File: src/hdl/cwg_pkg.sv
// ----------------------------------------------------------------------------
// cwg_pkg
// Shared types and constants of the cosine window coefficient generator.
// ----------------------------------------------------------------------------
package cwg_pkg;

  typedef enum logic [1:0] {
    KIND_HANN     = 2'd0,
    KIND_HAMMING  = 2'd1,
    KIND_BLACKMAN = 2'd2
  } kind_e;

  typedef enum logic [1:0] {
    REG_KIND     = 2'd0,
    REG_LENGTH   = 2'd1,
    REG_PERIODIC = 2'd2
  } reg_idx_e;

  // side-band of one word as it travels down the pipeline
  typedef struct packed {
    logic        in_range;
    logic        len_one;
    logic [15:0] echo;
  } ctl_t;

  localparam logic [29:0] C_HALF = 30'd536870912;
  localparam logic [29:0] C_054  = 30'd579820585;
  localparam logic [29:0] C_046  = 30'd493921239;
  localparam logic [29:0] C_042  = 30'd450971566;
  localparam logic [29:0] C_008  = 30'd85899346;

  localparam longint unsigned PI_Q30 = 64'd3373259426;

  localparam longint unsigned TAYLOR_DIV [8] = '{
    64'd2, 64'd12, 64'd30, 64'd56, 64'd90, 64'd132, 64'd182, 64'd240
  };

endpackage

File: src/hdl/cwg_div.sv
// ----------------------------------------------------------------------------
// cwg_div
// Pipelined restoring divider giving the rounded phase n * 2^PB / m,
// one quotient bit per stage.
// ----------------------------------------------------------------------------
module cwg_div
  import cwg_pkg::*;
#(
  parameter int N_BITS     = 16,
  parameter int PHASE_BITS = 16
) (
  input  logic                  clk_i,
  input  logic                  rst_ni,
  input  logic                  valid_i,
  input  logic [N_BITS-1:0]     n_i,
  input  logic [N_BITS-1:0]     m_i,
  input  ctl_t                  ctl_i,
  output logic                  valid_o,
  output logic [PHASE_BITS-1:0] phase_o,
  output ctl_t                  ctl_o
);

  localparam int W     = N_BITS + PHASE_BITS + 1;
  localparam int STEPS = PHASE_BITS + 1;

  logic [W-1:0] word_d [STEPS+1];
  logic [W-1:0] word_q [STEPS+1];
  logic         vld_q  [STEPS+1];
  ctl_t         ctl_q  [STEPS+1];

  // dividend: n shifted up plus half the divisor for rounding
  assign word_q[0] = ({{(PHASE_BITS+1){1'b0}}, n_i} << PHASE_BITS)
                   + W'(m_i >> 1);
  assign vld_q[0]  = valid_i;
  assign ctl_q[0]  = ctl_i;
  assign word_d[0] = word_q[0];

  for (genvar k = 1; k <= STEPS; k++) begin : g_step
    logic [W:0]        sh;
    logic [N_BITS:0]   top;
    logic [N_BITS:0]   diff;
    logic              qb;

    always_comb begin
      sh   = {word_q[k-1], 1'b0};
      top  = sh[W:PHASE_BITS+1];
      diff = top - {1'b0, m_i};
      qb   = (top >= {1'b0, m_i});
      word_d[k] = qb ? {diff[N_BITS-1:0], sh[PHASE_BITS:1], 1'b1}
                     : {top[N_BITS-1:0], sh[PHASE_BITS:1], 1'b0};
    end

    always_ff @(posedge clk_i or negedge rst_ni) begin
      if (!rst_ni) begin
        vld_q[k] <= 1'b0;
      end else begin
        vld_q[k] <= vld_q[k-1];
      end
    end

    always_ff @(posedge clk_i) begin
      word_q[k] <= word_d[k];
      ctl_q[k]  <= ctl_q[k-1];
    end
  end

  assign valid_o = vld_q[STEPS];
  assign phase_o = word_q[STEPS][PHASE_BITS-1:0];
  assign ctl_o   = ctl_q[STEPS];

endmodule

File: config.mk
export PLATFORM = sky130hd
export DESIGN_NAME = cwg_div
export DESIGN_NICKNAME = d
export VERILOG_FILES = /design/src/hdl/cwg_pkg.sv /design/src/hdl/cwg_div.sv
export SDC_FILE = /design/constraint.sdc
export NUM_CORES = 1
export LEC_CHECK = 0
export BUFFER_PORTS_ARGS = -buffer_cell sky130_fd_sc_hd__buf_4
export CORE_MARGIN = 3
export CORE_UTILIZATION = 45
export CTS_BUF_LIST = sky130_fd_sc_hd__clkbuf_16
export CTS_CLUSTER_DIAMETER = 30
export DETAILED_ROUTE_END_ITERATION = 7
export HOLD_SLACK_MARGIN = 0.08
export SYNTH_ARGS = -nofsm -noshare
export SYNTH_HDL_FRONTEND = slang
export SYNTH_SLANG_ARGS = --single-unit
File: constraint.sdc
create_clock -name clk_i -period 2.68 [get_ports clk_i]
set_input_delay 0.536 -clock clk_i [delete_from_list [all_inputs] [get_ports clk_i]]
set_output_delay 0.536 -clock clk_i [all_outputs]
set_load 0.02 [all_outputs]
# Word-level counts from Yosys, hierarchy flattened
# Index checks and enable logic that the tools add are counted.
dict set report totals {
  regBits 867
  inputBits 53
  out_inout_bits 35
}
dict set report classes {
  addsub 17
  magnitude_cmp 17
  muxes 17
}
# op n
set ops {}
lappend ops {{two-way mux 33 bit} 16}
lappend ops {{greater-or-equal comparator 17 x 16 -> 1 bit} 17}
lappend ops {{subtractor 16 bit} 16}
lappend ops {{adder 32 x 15 -> 33 bit} 1}
lappend ops {{two-way mux 1 bit} 1}

# Logic depth before layout (Yosys ltp)
dict set report logic_depth {
  word_depth 3
  depth_mapped 13
  ltp_nobuf 12
}

# Worst setup path before layout
# OpenSTA, ideal clock, no wires.
dict set report synth_path {
  path_type {input-to-reg}
  from {input m_i[1]}
  to {register word_q, in the netlist g_step[10].sh[33]}
  setup_time_ps 121
  t_arrival_ps 2978
  t_required_ps 2559
  slack_ps -419
  cell_stages 10
  path_buffers 0
  path_cell_list {inv_1 > ha_1 > nor2b_4 > o21a_4 > o21ai_4 > a211oi_1 > or3_4 > or4_1 > and3_1 > mux2_4}
}
# item line_no
set synth_rtl {}
lappend synth_rtl {{start, declared} cwg_div.sv:16} ;# input logic [N_BITS-1:0] m_i,
lappend synth_rtl {{end signal, assigned by index} cwg_div.sv:62} ;# word_q[k] <= word_d[k];
lappend synth_rtl {{end, declared} cwg_div.sv:27} ;# logic [W-1:0] word_q [STEPS+1];

==> out/qor.txt <==
Outcome = complete, no violations
CTS clock-pin slew for the worst setup and hold paths = 40 ps
Final setup violation count = 0
Worst Hold Launch = n_i[1]
Synthesis-to-finish area growth = 38.8%
FF-to-FF path depth = 11
Unrepaired setup endpoints after global routing = yes
Iteration-0 DRC count of the detailed router = 978
Largest net degree at the start of global routing = 34
Share of final-layout standard cells stronger than drive strength 1 = 29.3%
Share of cell area taken by muxes after synthesis = 4.35%
Hold Crit Class = in2reg
Flop2flop setup slack = 40 ps
Hold WS = 159 ps
Cell depth of the worst hold path = 2
Synthesized instance count = 2,934
Global-route wire length before repair = 125,000 um
Master cell of the clock root buffer = clkbuf_16
Wire length per cell = 16.2 um
Library cell with the largest summed area after synthesis = dfxtp_1
Dominant synthesized flop cell = dfxtp_1
Count of flip-flops with a built-in enable after synthesis = 0
Total Nets Final = 4,097
Total Die Area = 0.0744 mm^2
Share of the synthesized area in the top cell type = 52.0%
Width of the die = 273 um
Number of vias per cell after detailed routing = 4.97
Worst path arrival time = 3220 ps
Dominant delay contributor by cell family on the critical path = buffers and inverters
Leading cell types in the layout, fill and taps excluded = 832 x dfxtp_1, 656 x buf_4, 258 x ha_1, 184 x nand2_1, 182 x a21oi_1
Max-slew violation count = 0
Total detailed-routing wirelength = 78,200 um
Pleak = 20.1 nW
Seq cells post-synth = 850
Post-synthesis share of cell area spent on xor and xnor gates = 4.89%
Relative slew slack = 59.2%
Worst-skew pair later-pin latency = 730 ps
Worst-case clock skew = 46.1 ps
Slowest stage delay, CP = 550 ps
Adder and majority gate portion of the synthesized area = 11.6%
Total power density per cell area = 1420 mW/mm^2
Chip Height = 273 um
Initial antenna violation count = 0
Highest-delay cell along the critical path = or4_4
Standard-cell row count = 97
Maxcap violations = 0
Hold Path Sink = g_step[2].sh[19]
Starting Density = 45.6%
Worst R2R End = g_step[8].sh[32]
Crit Reg-Reg Startpoint = g_step[7].sh[17]
TritonCTS Sinks = 850
Sequential area share after synthesis = 53.4%
Class of the most critical setup path = in2reg
CP Data Required Time = 3250 ps
Buffer and inverter count on the worst path = 5
Post-synthesis instance area = 0.0320 mm^2
Cell-by-cell listing of the critical path = dlygate4sd3_1, buf_4, clkinvlp_4, buf_12, ha_4, nand4_1, or4_4, nand2_2, nor2_1, a21oi_4, buf_12, mux2_2
Average size of a mapped cell = 10.9 um^2
Detailed-route via count = 24.0k
Remaining design rule violation count = 0
Detailed-router iteration count before antenna repair = 5
Total of fill cells in the finished design = 5,484
CTS tree = built
Worst-case setup slack after placement = -544 ps
Placed wire-length estimate after detailed placement = 57,600 um
Post-Synthesis Net Count = 3,275
Gp weighted congestion = 0.878
# IOs = 88
Worst voltage drop across the vdd grid = 0.725 mV
Detail Route Antenna Nets = 0
Total overflow reported by the global router = 0
Compound-cell area share of the yosys netlist = 14.6%
Critical Path End Type = flop
All-layer global routing usage = 21.0%
Share of the clock period used by the worst path after layout = 98.7%
Biggest fanout along the worst timing path = 8
Final min period = 2650 ps
F_max = 378 MHz
Number of distinct library cell variants in the gate-level netlist after synthesis = 92
Final setup slack of the worst path = 34.0 ps
Count of buffers inserted at the top-level ports = 87
Synthesis Warnings = 0
Kind of launch point of the worst setup path = primary input
Diodes inserted = 0
Most frequent standard cell in the layout excluding fill and tap cells = dfxtp_1
Htree depth = 4
CTS buffer count = 143
Fraction of the mapped netlist area in simple logic gates = 8.93%
Largest buffer count on any clock path = 3
Proportion of register bits with asynchronous set or reset after synthesis = 2.00%
Largest cells by area after synthesis = dfxtp_1 52%, ha_1 11%, mux2_2 3.4%, o21ai_0 3.2%, a21oi_1 2.9%
Final count of hold timing violations = 0
Vias in the first global route = 24.6k
Floorplan core area = 0.0703 mm^2
Actual transition at the worst max-transition pin = 609 ps
Critical path's most frequent cell = buf_12
Main combinational cell family by area after synthesis = compound AO/OA/AOI/OAI gates
## Yosys cell counts, types with 15 or more instances
| cell | n |
|---|---|
| dfxtp_1 | 833 |
| ha_1 | 272 |
| o21ai_0 | 202 |
| a21oi_1 | 187 |
| nand2_1 | 185 |
| nor2_1 | 168 |
| xnor2_1 | 105 |
| mux2_2 | 96 |
| inv_1 | 95 |
| xor2_1 | 74 |
| a21o_1 | 69 |
| o21a_1 | 67 |
| nor2b_1 | 49 |
| nand3_1 | 41 |
| nand4_1 | 31 |
| nand2b_1 | 30 |
| nor3_1 | 27 |
| a31oi_1 | 26 |
| a211oi_1 | 22 |
| o31ai_1 | 22 |
| buf_4 | 21 |
| buf_2 | 17 |
| dfrtp_1 | 17 |
| and3_1 | 16 |
| fa_1 | 16 |
| o31a_1 | 16 |
| clkbuf_1 | 15 |
## worst max path at each step
stage,startpoint,endpoint,cells after the start
final,m_i[13],g_step[14].sh[25],12
after global routing,g_step[7].sh[17],g_step[8].sh[32],11
after CTS,m_i[13],g_step[10].sh[33],12
after detailed placement,m_i[0],g_step[2].sh[30],11
after global placement,m_i[3],g_step[9].sh[31],13
after floorplan,m_i[1],g_step[3].sh[26],11
## flip-flops by register name (all words and copies together), names as in the netlist
signal     count
g_step.sh    511
ctl_q        288
ctl_o         18
phase_o       16
vld_q         16
valid_o        1
## what timing repair did
item,in CTS,in global routing
pin swaps,1,15
setup buffers,0,2
gates resized for setup,1,53
cloned,0,1
setup endpoints to repair,1,79
hold buffers,48,0
endpoints found under the hold margin,64,0
## metrics by stage
step / instance area, um^2 / cells / setup TNS, ps / utilization (%) / total power [W]
2_1_floorplan: 32300 / 2934 / -34460 / - / 0.0339
4_1_cts: 44200 / 4815 / 0 / 62.9 / 0.0632
6_report: 44500 / 4818 / 0 / 63.3 / 0.0631
5_1_grt: 44500 / 4818 / -204 / 63.3 / 0.0673
3_5_place_dp: 38600 / 4500 / -93200 / 55.0 / 0.0442
3_3_place_gp: 38600 / 4500 / -86160 / 55.0 / 0.0437
## layer usage
metal / global-route usage (%) / share of wire [%] / routed length, um / up-vias
li1: - / - / - / 12100
met1: 25.7 / 44 / 34500 / 11200
met2: 36.1 / 49 / 38200 / 462
met3: 3.95 / 3.7 / 2880 / 164
met4: 9.05 / 3.3 / 2580 / 0
met5: 0 / 0 / 0 / -
## area by class of cell
class                           count  area (um^2)  area share (%)
Inverter                           97          394           0.886
Tap cell                          940         1180            2.64
Clock inverter                    124         1520            3.41
Sequential cell                   850        17100            38.4
Multi-Input combinational cell   1928        14700            33.0
Clock buffer                      143         3580            8.04
Timing Repair Buffer              736         6030            13.6
## cells by family (layout without fill, tap and decap cells)
logic type / after synthesis / count (layout)
flops: 850 / 850
xor+xnor: 179 / 179
buf+inv: 156 / 1100
simple gates: 603 / 603
fa+ha+maj: 288 / 288
compound gates: 734 / 734
mux: 124 / 124
## power breakdown
group          internal, W  total, W  switching [W]
logic               0.0141    0.0265         0.0124
clock network       0.0117    0.0185        0.00680
registers           0.0163    0.0181        0.00189
total               0.0420    0.0631         0.0211
Power figures use the tool's default switching activity.
