<file path="src/hdl/cwg_pkg.sv">
// ----------------------------------------------------------------------------
// cwg_pkg
// Shared types and constants of the cosine window coefficient generator.
// ----------------------------------------------------------------------------
package cwg_pkg;

  typedef enum logic [1:0] {
    KIND_HANN     = 2'd0,
    KIND_HAMMING  = 2'd1,
    KIND_BLACKMAN = 2'd2
  } kind_e;

  typedef enum logic [1:0] {
    REG_KIND     = 2'd0,
    REG_LENGTH   = 2'd1,
    REG_PERIODIC = 2'd2
  } reg_idx_e;

  // side-band of one word as it travels down the pipeline
  typedef struct packed {
    logic        in_range;
    logic        len_one;
    logic [15:0] echo;
  } ctl_t;

  localparam logic [29:0] C_HALF = 30'd536870912;
  localparam logic [29:0] C_054  = 30'd579820585;
  localparam logic [29:0] C_046  = 30'd493921239;
  localparam logic [29:0] C_042  = 30'd450971566;
  localparam logic [29:0] C_008  = 30'd85899346;

  localparam longint unsigned PI_Q30 = 64'd3373259426;

  localparam longint unsigned TAYLOR_DIV [8] = '{
    64'd2, 64'd12, 64'd30, 64'd56, 64'd90, 64'd132, 64'd182, 64'd240
  };

endpackage

</file>
<file path="src/hdl/cwg_mix.sv">
// ----------------------------------------------------------------------------
// cwg_mix
// Weights the cosines by the window coefficients, sums, clamps and rounds
// to the output format; holds the output register.
// ----------------------------------------------------------------------------
module cwg_mix
  import cwg_pkg::*;
#(
  parameter int FRACTION_BITS = 15
) (
  input  logic        clk_i,
  input  logic        rst_ni,
  input  logic [1:0]  kind_i,
  input  logic        valid_i,
  input  logic [30:0] mag1_i,
  input  logic        neg1_i,
  input  logic [30:0] mag2_i,
  input  logic        neg2_i,
  input  ctl_t        ctl_i,
  output logic        valid_o,
  output logic [15:0] coefficient_o,
  output logic [15:0] echo_index_o,
  output logic        in_range_o
);

  localparam int SH = 30 - FRACTION_BITS;
  localparam logic [31:0] RND = (32'd1 << SH) >> 1;
  localparam logic [31:0] ONE = 32'd1 << FRACTION_BITS;

  logic [29:0] a0, a1, a2;
  logic [60:0] prod1, prod2;
  logic [60:0] rnd1, rnd2;

  logic        vld1_q, vld2_q;
  logic [30:0] t1_q, t2_q;
  logic        neg1_q, neg2_q;
  logic [29:0] a0_q;
  ctl_t        ctl1_q;

  logic signed [33:0] v;
  logic [31:0]        vc;
  logic [31:0]        coef;
  logic [31:0]        res;

  logic [15:0] coef_q, echo_q;
  logic        rng_q;

  always_comb begin
    case (kind_i)
      KIND_HAMMING: begin
        a0 = C_054;
        a1 = C_046;
        a2 = '0;
      end
      KIND_BLACKMAN: begin
        a0 = C_042;
        a1 = C_HALF;
        a2 = C_008;
      end
      default: begin
        a0 = C_HALF;
        a1 = C_HALF;
        a2 = '0;
      end
    endcase
    prod1 = 61'(a1) * 61'(mag1_i);
    prod2 = 61'(a2) * 61'(mag2_i);
    rnd1  = (prod1 + (61'd1 << 29)) >> 30;
    rnd2  = (prod2 + (61'd1 << 29)) >> 30;
  end

  always_comb begin
    v = $signed({4'b0, a0_q});
    v = neg1_q ? v + $signed({3'b0, t1_q}) : v - $signed({3'b0, t1_q});
    v = neg2_q ? v - $signed({3'b0, t2_q}) : v + $signed({3'b0, t2_q});
    if (v < 0) begin
      vc = '0;
    end else if (v > 34'sd1073741824) begin
      vc = 32'd1073741824;
    end else begin
      vc = v[31:0];
    end
    coef = (vc + RND) >> SH;
    if (coef > ONE) coef = ONE;
    if (!ctl1_q.in_range) begin
      res = '0;
    end else if (ctl1_q.len_one) begin
      res = ONE;
    end else begin
      res = coef;
    end
  end

  always_ff @(posedge clk_i or negedge rst_ni) begin
    if (!rst_ni) begin
      vld1_q <= 1'b0;
      vld2_q <= 1'b0;
    end else begin
      vld1_q <= valid_i;
      vld2_q <= vld1_q;
    end
  end

  always_ff @(posedge clk_i) begin
    t1_q   <= rnd1[30:0];
    t2_q   <= rnd2[30:0];
    neg1_q <= neg1_i;
    neg2_q <= neg2_i;
    a0_q   <= a0;
    ctl1_q <= ctl_i;
    coef_q <= res[15:0];
    echo_q <= ctl1_q.echo;
    rng_q  <= ctl1_q.in_range;
  end

  assign valid_o       = vld2_q;
  assign coefficient_o = coef_q;
  assign echo_index_o  = echo_q;
  assign in_range_o    = rng_q;

endmodule

</file>
<file path="config.mk">
export PLATFORM = sky130hd
export DESIGN_NAME = cwg_mix
export DESIGN_NICKNAME = d
export VERILOG_FILES = /design/src/hdl/cwg_pkg.sv /design/src/hdl/cwg_mix.sv
export SDC_FILE = /design/constraint.sdc
export NUM_CORES = 2
export LEC_CHECK = 0
export CORE_MARGIN = 2
export CORE_UTILIZATION = 30
export CTS_CLUSTER_DIAMETER = 30
export DETAILED_ROUTE_END_ITERATION = 10
export DONT_BUFFER_PORTS = 1
export PLACE_DENSITY = 0.42
export SYNTH_ARGS = -nofsm -noshare
export SYNTH_HDL_FRONTEND = slang
export SYNTH_SLANG_ARGS = --single-unit
</file>
<file path="constraint.sdc">
create_clock -name clk_i -period 12.8 [get_ports clk_i]
set_input_delay 0.64 -clock clk_i [delete_from_list [all_inputs] [get_ports clk_i]]
set_output_delay 0.64 -clock clk_i [all_outputs]
set_load 0.02 [all_outputs]
</file>
**After elaboration in Yosys (flattened, before gate mapping)**

Index checks and enable logic that the tools add are counted.

- Bits in registers: 147
- Output and inout port bits: 34
- Bits of input ports: 87

- Reductions and logical operators: 1
- $mul: 2
- Magnitude comparators: 3
- Add/sub/neg operators: 7
- Mux-type cells: 9
- Bitwise logic cells: 1
- Equal/unequal tests: 2

Operator list:

| kind | number |
|---|---|
| $add A61 B30 Y61 const B | 2 |
| $mul A30 B31 Y61 | 2 |
| $mux W34 | 2 |
| $mux W32 | 2 |
| $pmux W30 S2 | 1 |
| $add A34 B32 Y34 | 1 |
| $gt A34 B32 Y1 const B | 1 |
| $lt A34 B1 Y1 const B | 1 |
| $sub A34 B32 Y34 | 1 |
| $add A30 B31 Y32 | 1 |
| $add A32 B15 Y32 const B | 1 |
| $mux W16 | 2 |
| $sub A30 B31 Y32 | 1 |
| $mux W30 | 1 |
| $mux W27 | 1 |
| $gt A17 B16 Y1 const B | 1 |
| $reduce_or A3 Y1 | 1 |
| $eq A2 B1 Y1 const B | 1 |
| $eq A2 B2 Y1 const B | 1 |
| $not A1 Y1 | 1 |

**Longest topological paths before layout**

- Depth in word-level cells: 11
- Depth in mapped cells: 37

**Worst setup path after synthesis**

Ideal clock, no wire load.

- Path type: flip-flop to flip-flop
- Start point: reg a0_q[28]
- End point: reg coef_q[2], in the netlist coefficient_o[2]
- Path buffers: 2
- Arrival time: 8106 ps
- Cell stages (with the launch flop): 36
- Data required time: 12720 ps
- Library setup time: 80 ps
- Slack: 4614 ps
- Cell sequence: dfxtp_1 > inv_1 > fa_1 > o21ba_2 > o21ai_0 > a31o_2 > a21o_1 > a21oi_1 > o22ai_1 > o221ai_1 > o21ba_2 > o31ai_1 > mux2i_1 > xnor2_1 > ha_1 > clkbuf_1 > a21o_1 > a31oi_1 > o2111ai_1 > a311o_1 > or4_1 > a2111o_1 > or4b_1 > nor4_1 > a41oi_1 > or3_1 > nor2_1 > ha_1 > nand3_1 > nor3_1 > mux2_2 > buf_2 > nand4_1 > a2111oi_0 > nand4_1 > a211oi_2

- Word-level cells in the longest chain between the ends: 10
- Elaborated cells between the ends (all ways): 13

Ends and longest elaborated chain:

| element | line | text |
|---|---|---|
| start: declaration | cwg_mix.sv:37 | `logic [29:0] a0_q;` |
| start signal: assignment | cwg_mix.sv:109 | `a0_q <= a0;` |
| $sub A30 B31 Y32 / $add A30 B31 Y32 (equally long branches) | cwg_mix.sv:74 | `v = neg1_q ? v + $signed({3'b0, t1_q}) : v - $signed({3'b0, t1_q});` |
| $mux W34 (*) | cwg_mix.sv:74 |  |
| $add A34 B32 Y34 / $sub A34 B32 Y34 (equally long branches) | cwg_mix.sv:75 | `v = neg2_q ? v - $signed({3'b0, t2_q}) : v + $signed({3'b0, t2_q});` |
| $mux W34 (*) | cwg_mix.sv:75 |  |
| $gt A34 B32 Y1 | cwg_mix.sv:78 | `end else if (v > 34'sd1073741824) begin` |
| $mux W32 | cwg_mix.sv:78 |  |
| $mux W32 (*) | cwg_mix.sv:76 | `if (v < 0) begin` |
| $add A32 B15 Y32 (*) | cwg_mix.sv:83 | `coef = (vc + RND) >> SH;` |
| $gt A17 B16 Y1 | cwg_mix.sv:84 | `if (coef > ONE) coef = ONE;` |
| $reduce_or A3 Y1 (no source line) | - |  |
| end signal: assignment | cwg_mix.sv:111 | `coef_q <= res[15:0];` |
| end: declaration | cwg_mix.sv:45 | `logic [15:0] coef_q, echo_q;` |

Every way passes the cells marked *; elsewhere a longest branch is shown, timed or not.
A chain may end at the register's enable or synchronous reset.

**Final worst setup path**

- Start point: reg a0_q[19]
- End point: reg coef_q[11], in the netlist coefficient_o[11]

Same word-level chain as after synthesis.

==> flow_summary.toml <==
[outcome]
status = "complete, no violations"

[routing]
vias = 26268
ant_nets = 0
drt-total-wl_microns = 109000
routedWlPerCell_microns = 18.9
drc = 0
dr.first_iter.drc_count = 959
drt-pass1-iter-count = 5
via_per_inst = 4.56

[worst_hold_path]
min_from = "ctl_i[10]"
hold_class = "input pin to flip-flop"

[power]
vdd_drop_max_mv = 0.142
p_seq_share_pct = 7.7
p_leak_nw = 22.7
total_power_mw = 8.09
p_per_area_nw_per_um2 = 194
netSwitchingPower_mw = 4.48
intPower_mw = 3.61
comb_power_share_pct = 86.4
swShare_pct = 55.4
p_clk_share_pct = 5.9

[floorplanning]
die_y_microns = 364
num_rows = 132
die_area_sq_um = 133000
core_area_sq_um = 129000
start_util_pct = 30.1
dieWidth_microns = 364
ios = 121

[placed_design]
io_buffers = 0
hpwl_microns = 97500
place_congestion = 0.837
post_dp_cell_area_sq_um = 41100
place_inst = 5724
preCtsSetupSlack_ns = 3.02

[yosys]
synth.area.top_cells = "fa_1 35%, ha_1 28%, inv_1 10%, dfxtp_1 6.1%, xnor2_1 2.2%"
synthCells = 4007
post_synth.cell_area_avg_sq_um = 9.71
synthesis.area_sq_um = 38900
synth_warnings = 0
ys_types = 86
synthFlopType = "dfxtp_1"
yosysMostFrequentCell = "inv_1"
synth_commonest_cells = "1,050 x inv_1, 878 x ha_1, 680 x fa_1"
ys_seq_area_share_pct = 6.25
synth_edf_count = 0
synthArstFlopShare_pct = 1.65
synth_top_area_share_pct = 35.0
yosysTopAreaCell = "fa_1"
synth_seq_cells = 121
syn-num-nets = 5652

[sta]
hold_violations = 0
fin_ws_ns = 3.00
finClkSkew_ns = 0.0139
min_period_ns = 9.80
worstMarginPinSlew_ns = 1.10
setup-violations-final = 0
fmax_mhz = 102
holdWs_ns = 0.200
rsz0062_at_grt = "no"
final_max_slew_viol_count = 0
slew_headroom_pct = 26.5
setup_tns_ns = 0
finalCritPeriodShare_pct = 76.6

[global_routing]
grt_pass1_wl_microns = 169000
grt_usage_pct = 16.9
grt_max_degree = 45
grt_pass1_vias = 28526
grt_overflow = 0
antenna_found_initial = 3

[clock_tree]
cts_setup_buffers = 0
ctsResizeCount = 0
cts_buffers = 17
clk_pin_slew_ns = 0.07
clk_path_buf_depth = 2
cts_tree = "built"
clk_latency_ns = 0.46
cts.sinks = 121
htreeDepth = 4
root_buffer = "clkbuf_16"
postCtsHoldBufs = 1

[setup_path]
criticalPathCategory = "flip-flop to flip-flop"
critPathLaunch = "a0_q[19]$_DFF_P_"
cp_num_buf_inv = 1
required_ns = 13.15
worstReg2RegStart = "a0_q[19]$_DFF_P_"
path_max_fanout = 12
slowest_stage = "a21oi_1"
arrival_ns = 10.15
crit_family = "compound AO/OA/AOI/OAI gates"
slowest_delay_ns = 0.90
endpoint_kind = "flip-flop"
cp-start-kind = "flip-flop"
cp_common_cell = "ha_1"

[finish]
drive_gt1_share_pct = 2.67
utilization_pct = 32.3
fin_area_sq_um = 41700
layout.nets = 5647
stdcell_count = 5758
areaGrowthSynthToFinish_pct = 7.06

[flow_run]
max_cap_violations = 0
-- placed cells by master (no fill, tap or decap), types with 27 or more instances in the layout --
cell type  Yosys  routed
inv_1       1050    1050
ha_1         878     877
fa_1         680     680
a21oi_1      148     148
nor2_1       134     134
dfxtp_1      119     119
nand2_1      113     113
xnor2_1       99      99
a21o_1        85      85
o21ai_0       78      78
and2_1        52      52
nor3_1        45      45
xor2_1        44      44
nor2b_1       36      36
nand3_1       32      32
o21a_1        27      27
-- flip-flops by register name, summed over array words and instances, names as in the netlist --
signal         count
t1_q              31
t2_q              31
ctl1_q            18
coefficient_o     16
echo_index_o      16
a0_q               4
in_range_o         1
neg1_q             1
neg2_q             1
valid_o            1
vld1_q             1
-- worst paths after layout --
check,end,slack (ns),depth (start not counted)
max,coefficient_o[11]$_SDFF_PP0_,3.00,34
min in group asynchronous,vld1_q$_DFF_PN0_,0.40,1
max reg2reg,coefficient_o[11]$_SDFF_PP0_,3.00,34
max in group asynchronous,valid_o$_DFF_PN0_,12.28,1
min,ctl1_q[10]$_DFF_P_,0.20,0
min reg2reg,echo_index_o[12]$_DFF_P_,0.33,0
-- logic make-up (layout without fill, tap and decap cells) --
group | count (synthesis) | in the layout | synth area share, %
AO/OA/AOI/OAI | 513 | 513 | 8.89
buffers and inverters | 1100 | 1108 | 10.7
flip-flops | 121 | 121 | 6.25
other | 1 | 2 | 0.00963
AND/OR/NAND/NOR | 558 | 558 | 7.40
multiplexers | 12 | 12 | 0.318
XOR/XNOR | 144 | 144 | 3.26
adder cells (fa/ha/maj) | 1558 | 1558 | 63.2
-- area by class of cell --
class,instances,area [sq um]
inverter,1050,3940
clock buffer,17,425
tap,1742,2180
sequential,121,2430
timing repair buffer,26,198
fill,13680,87500
clock inverter,15,155
antenna,1,2.50
multi-input combinational,2786,32300
-- power by group through the flow --
stage	Sequential, mW	Clock (mW)	Combinational, mW
final	0.624	0.477	6.99
after detailed placement	0.636	0	7.02
after floorplan	0.598	0	5.17
after global routing	0.639	0.514	7.94
after CTS	0.628	0.505	7.09
after global placement	0.635	0	7.09
-- layer usage --
layer | track usage [%] | up-vias | wire length [microns]
li1 | - | 12818 | -
met1 | 22.0 | 13023 | 49200
met2 | 30.1 | 327 | 55000
met3 | 1.55 | 96 | 2470
met4 | 3.87 | 4 | 2320
met5 | 0 | - | 27
No activity file was read; power rests on OpenSTA's default activity.
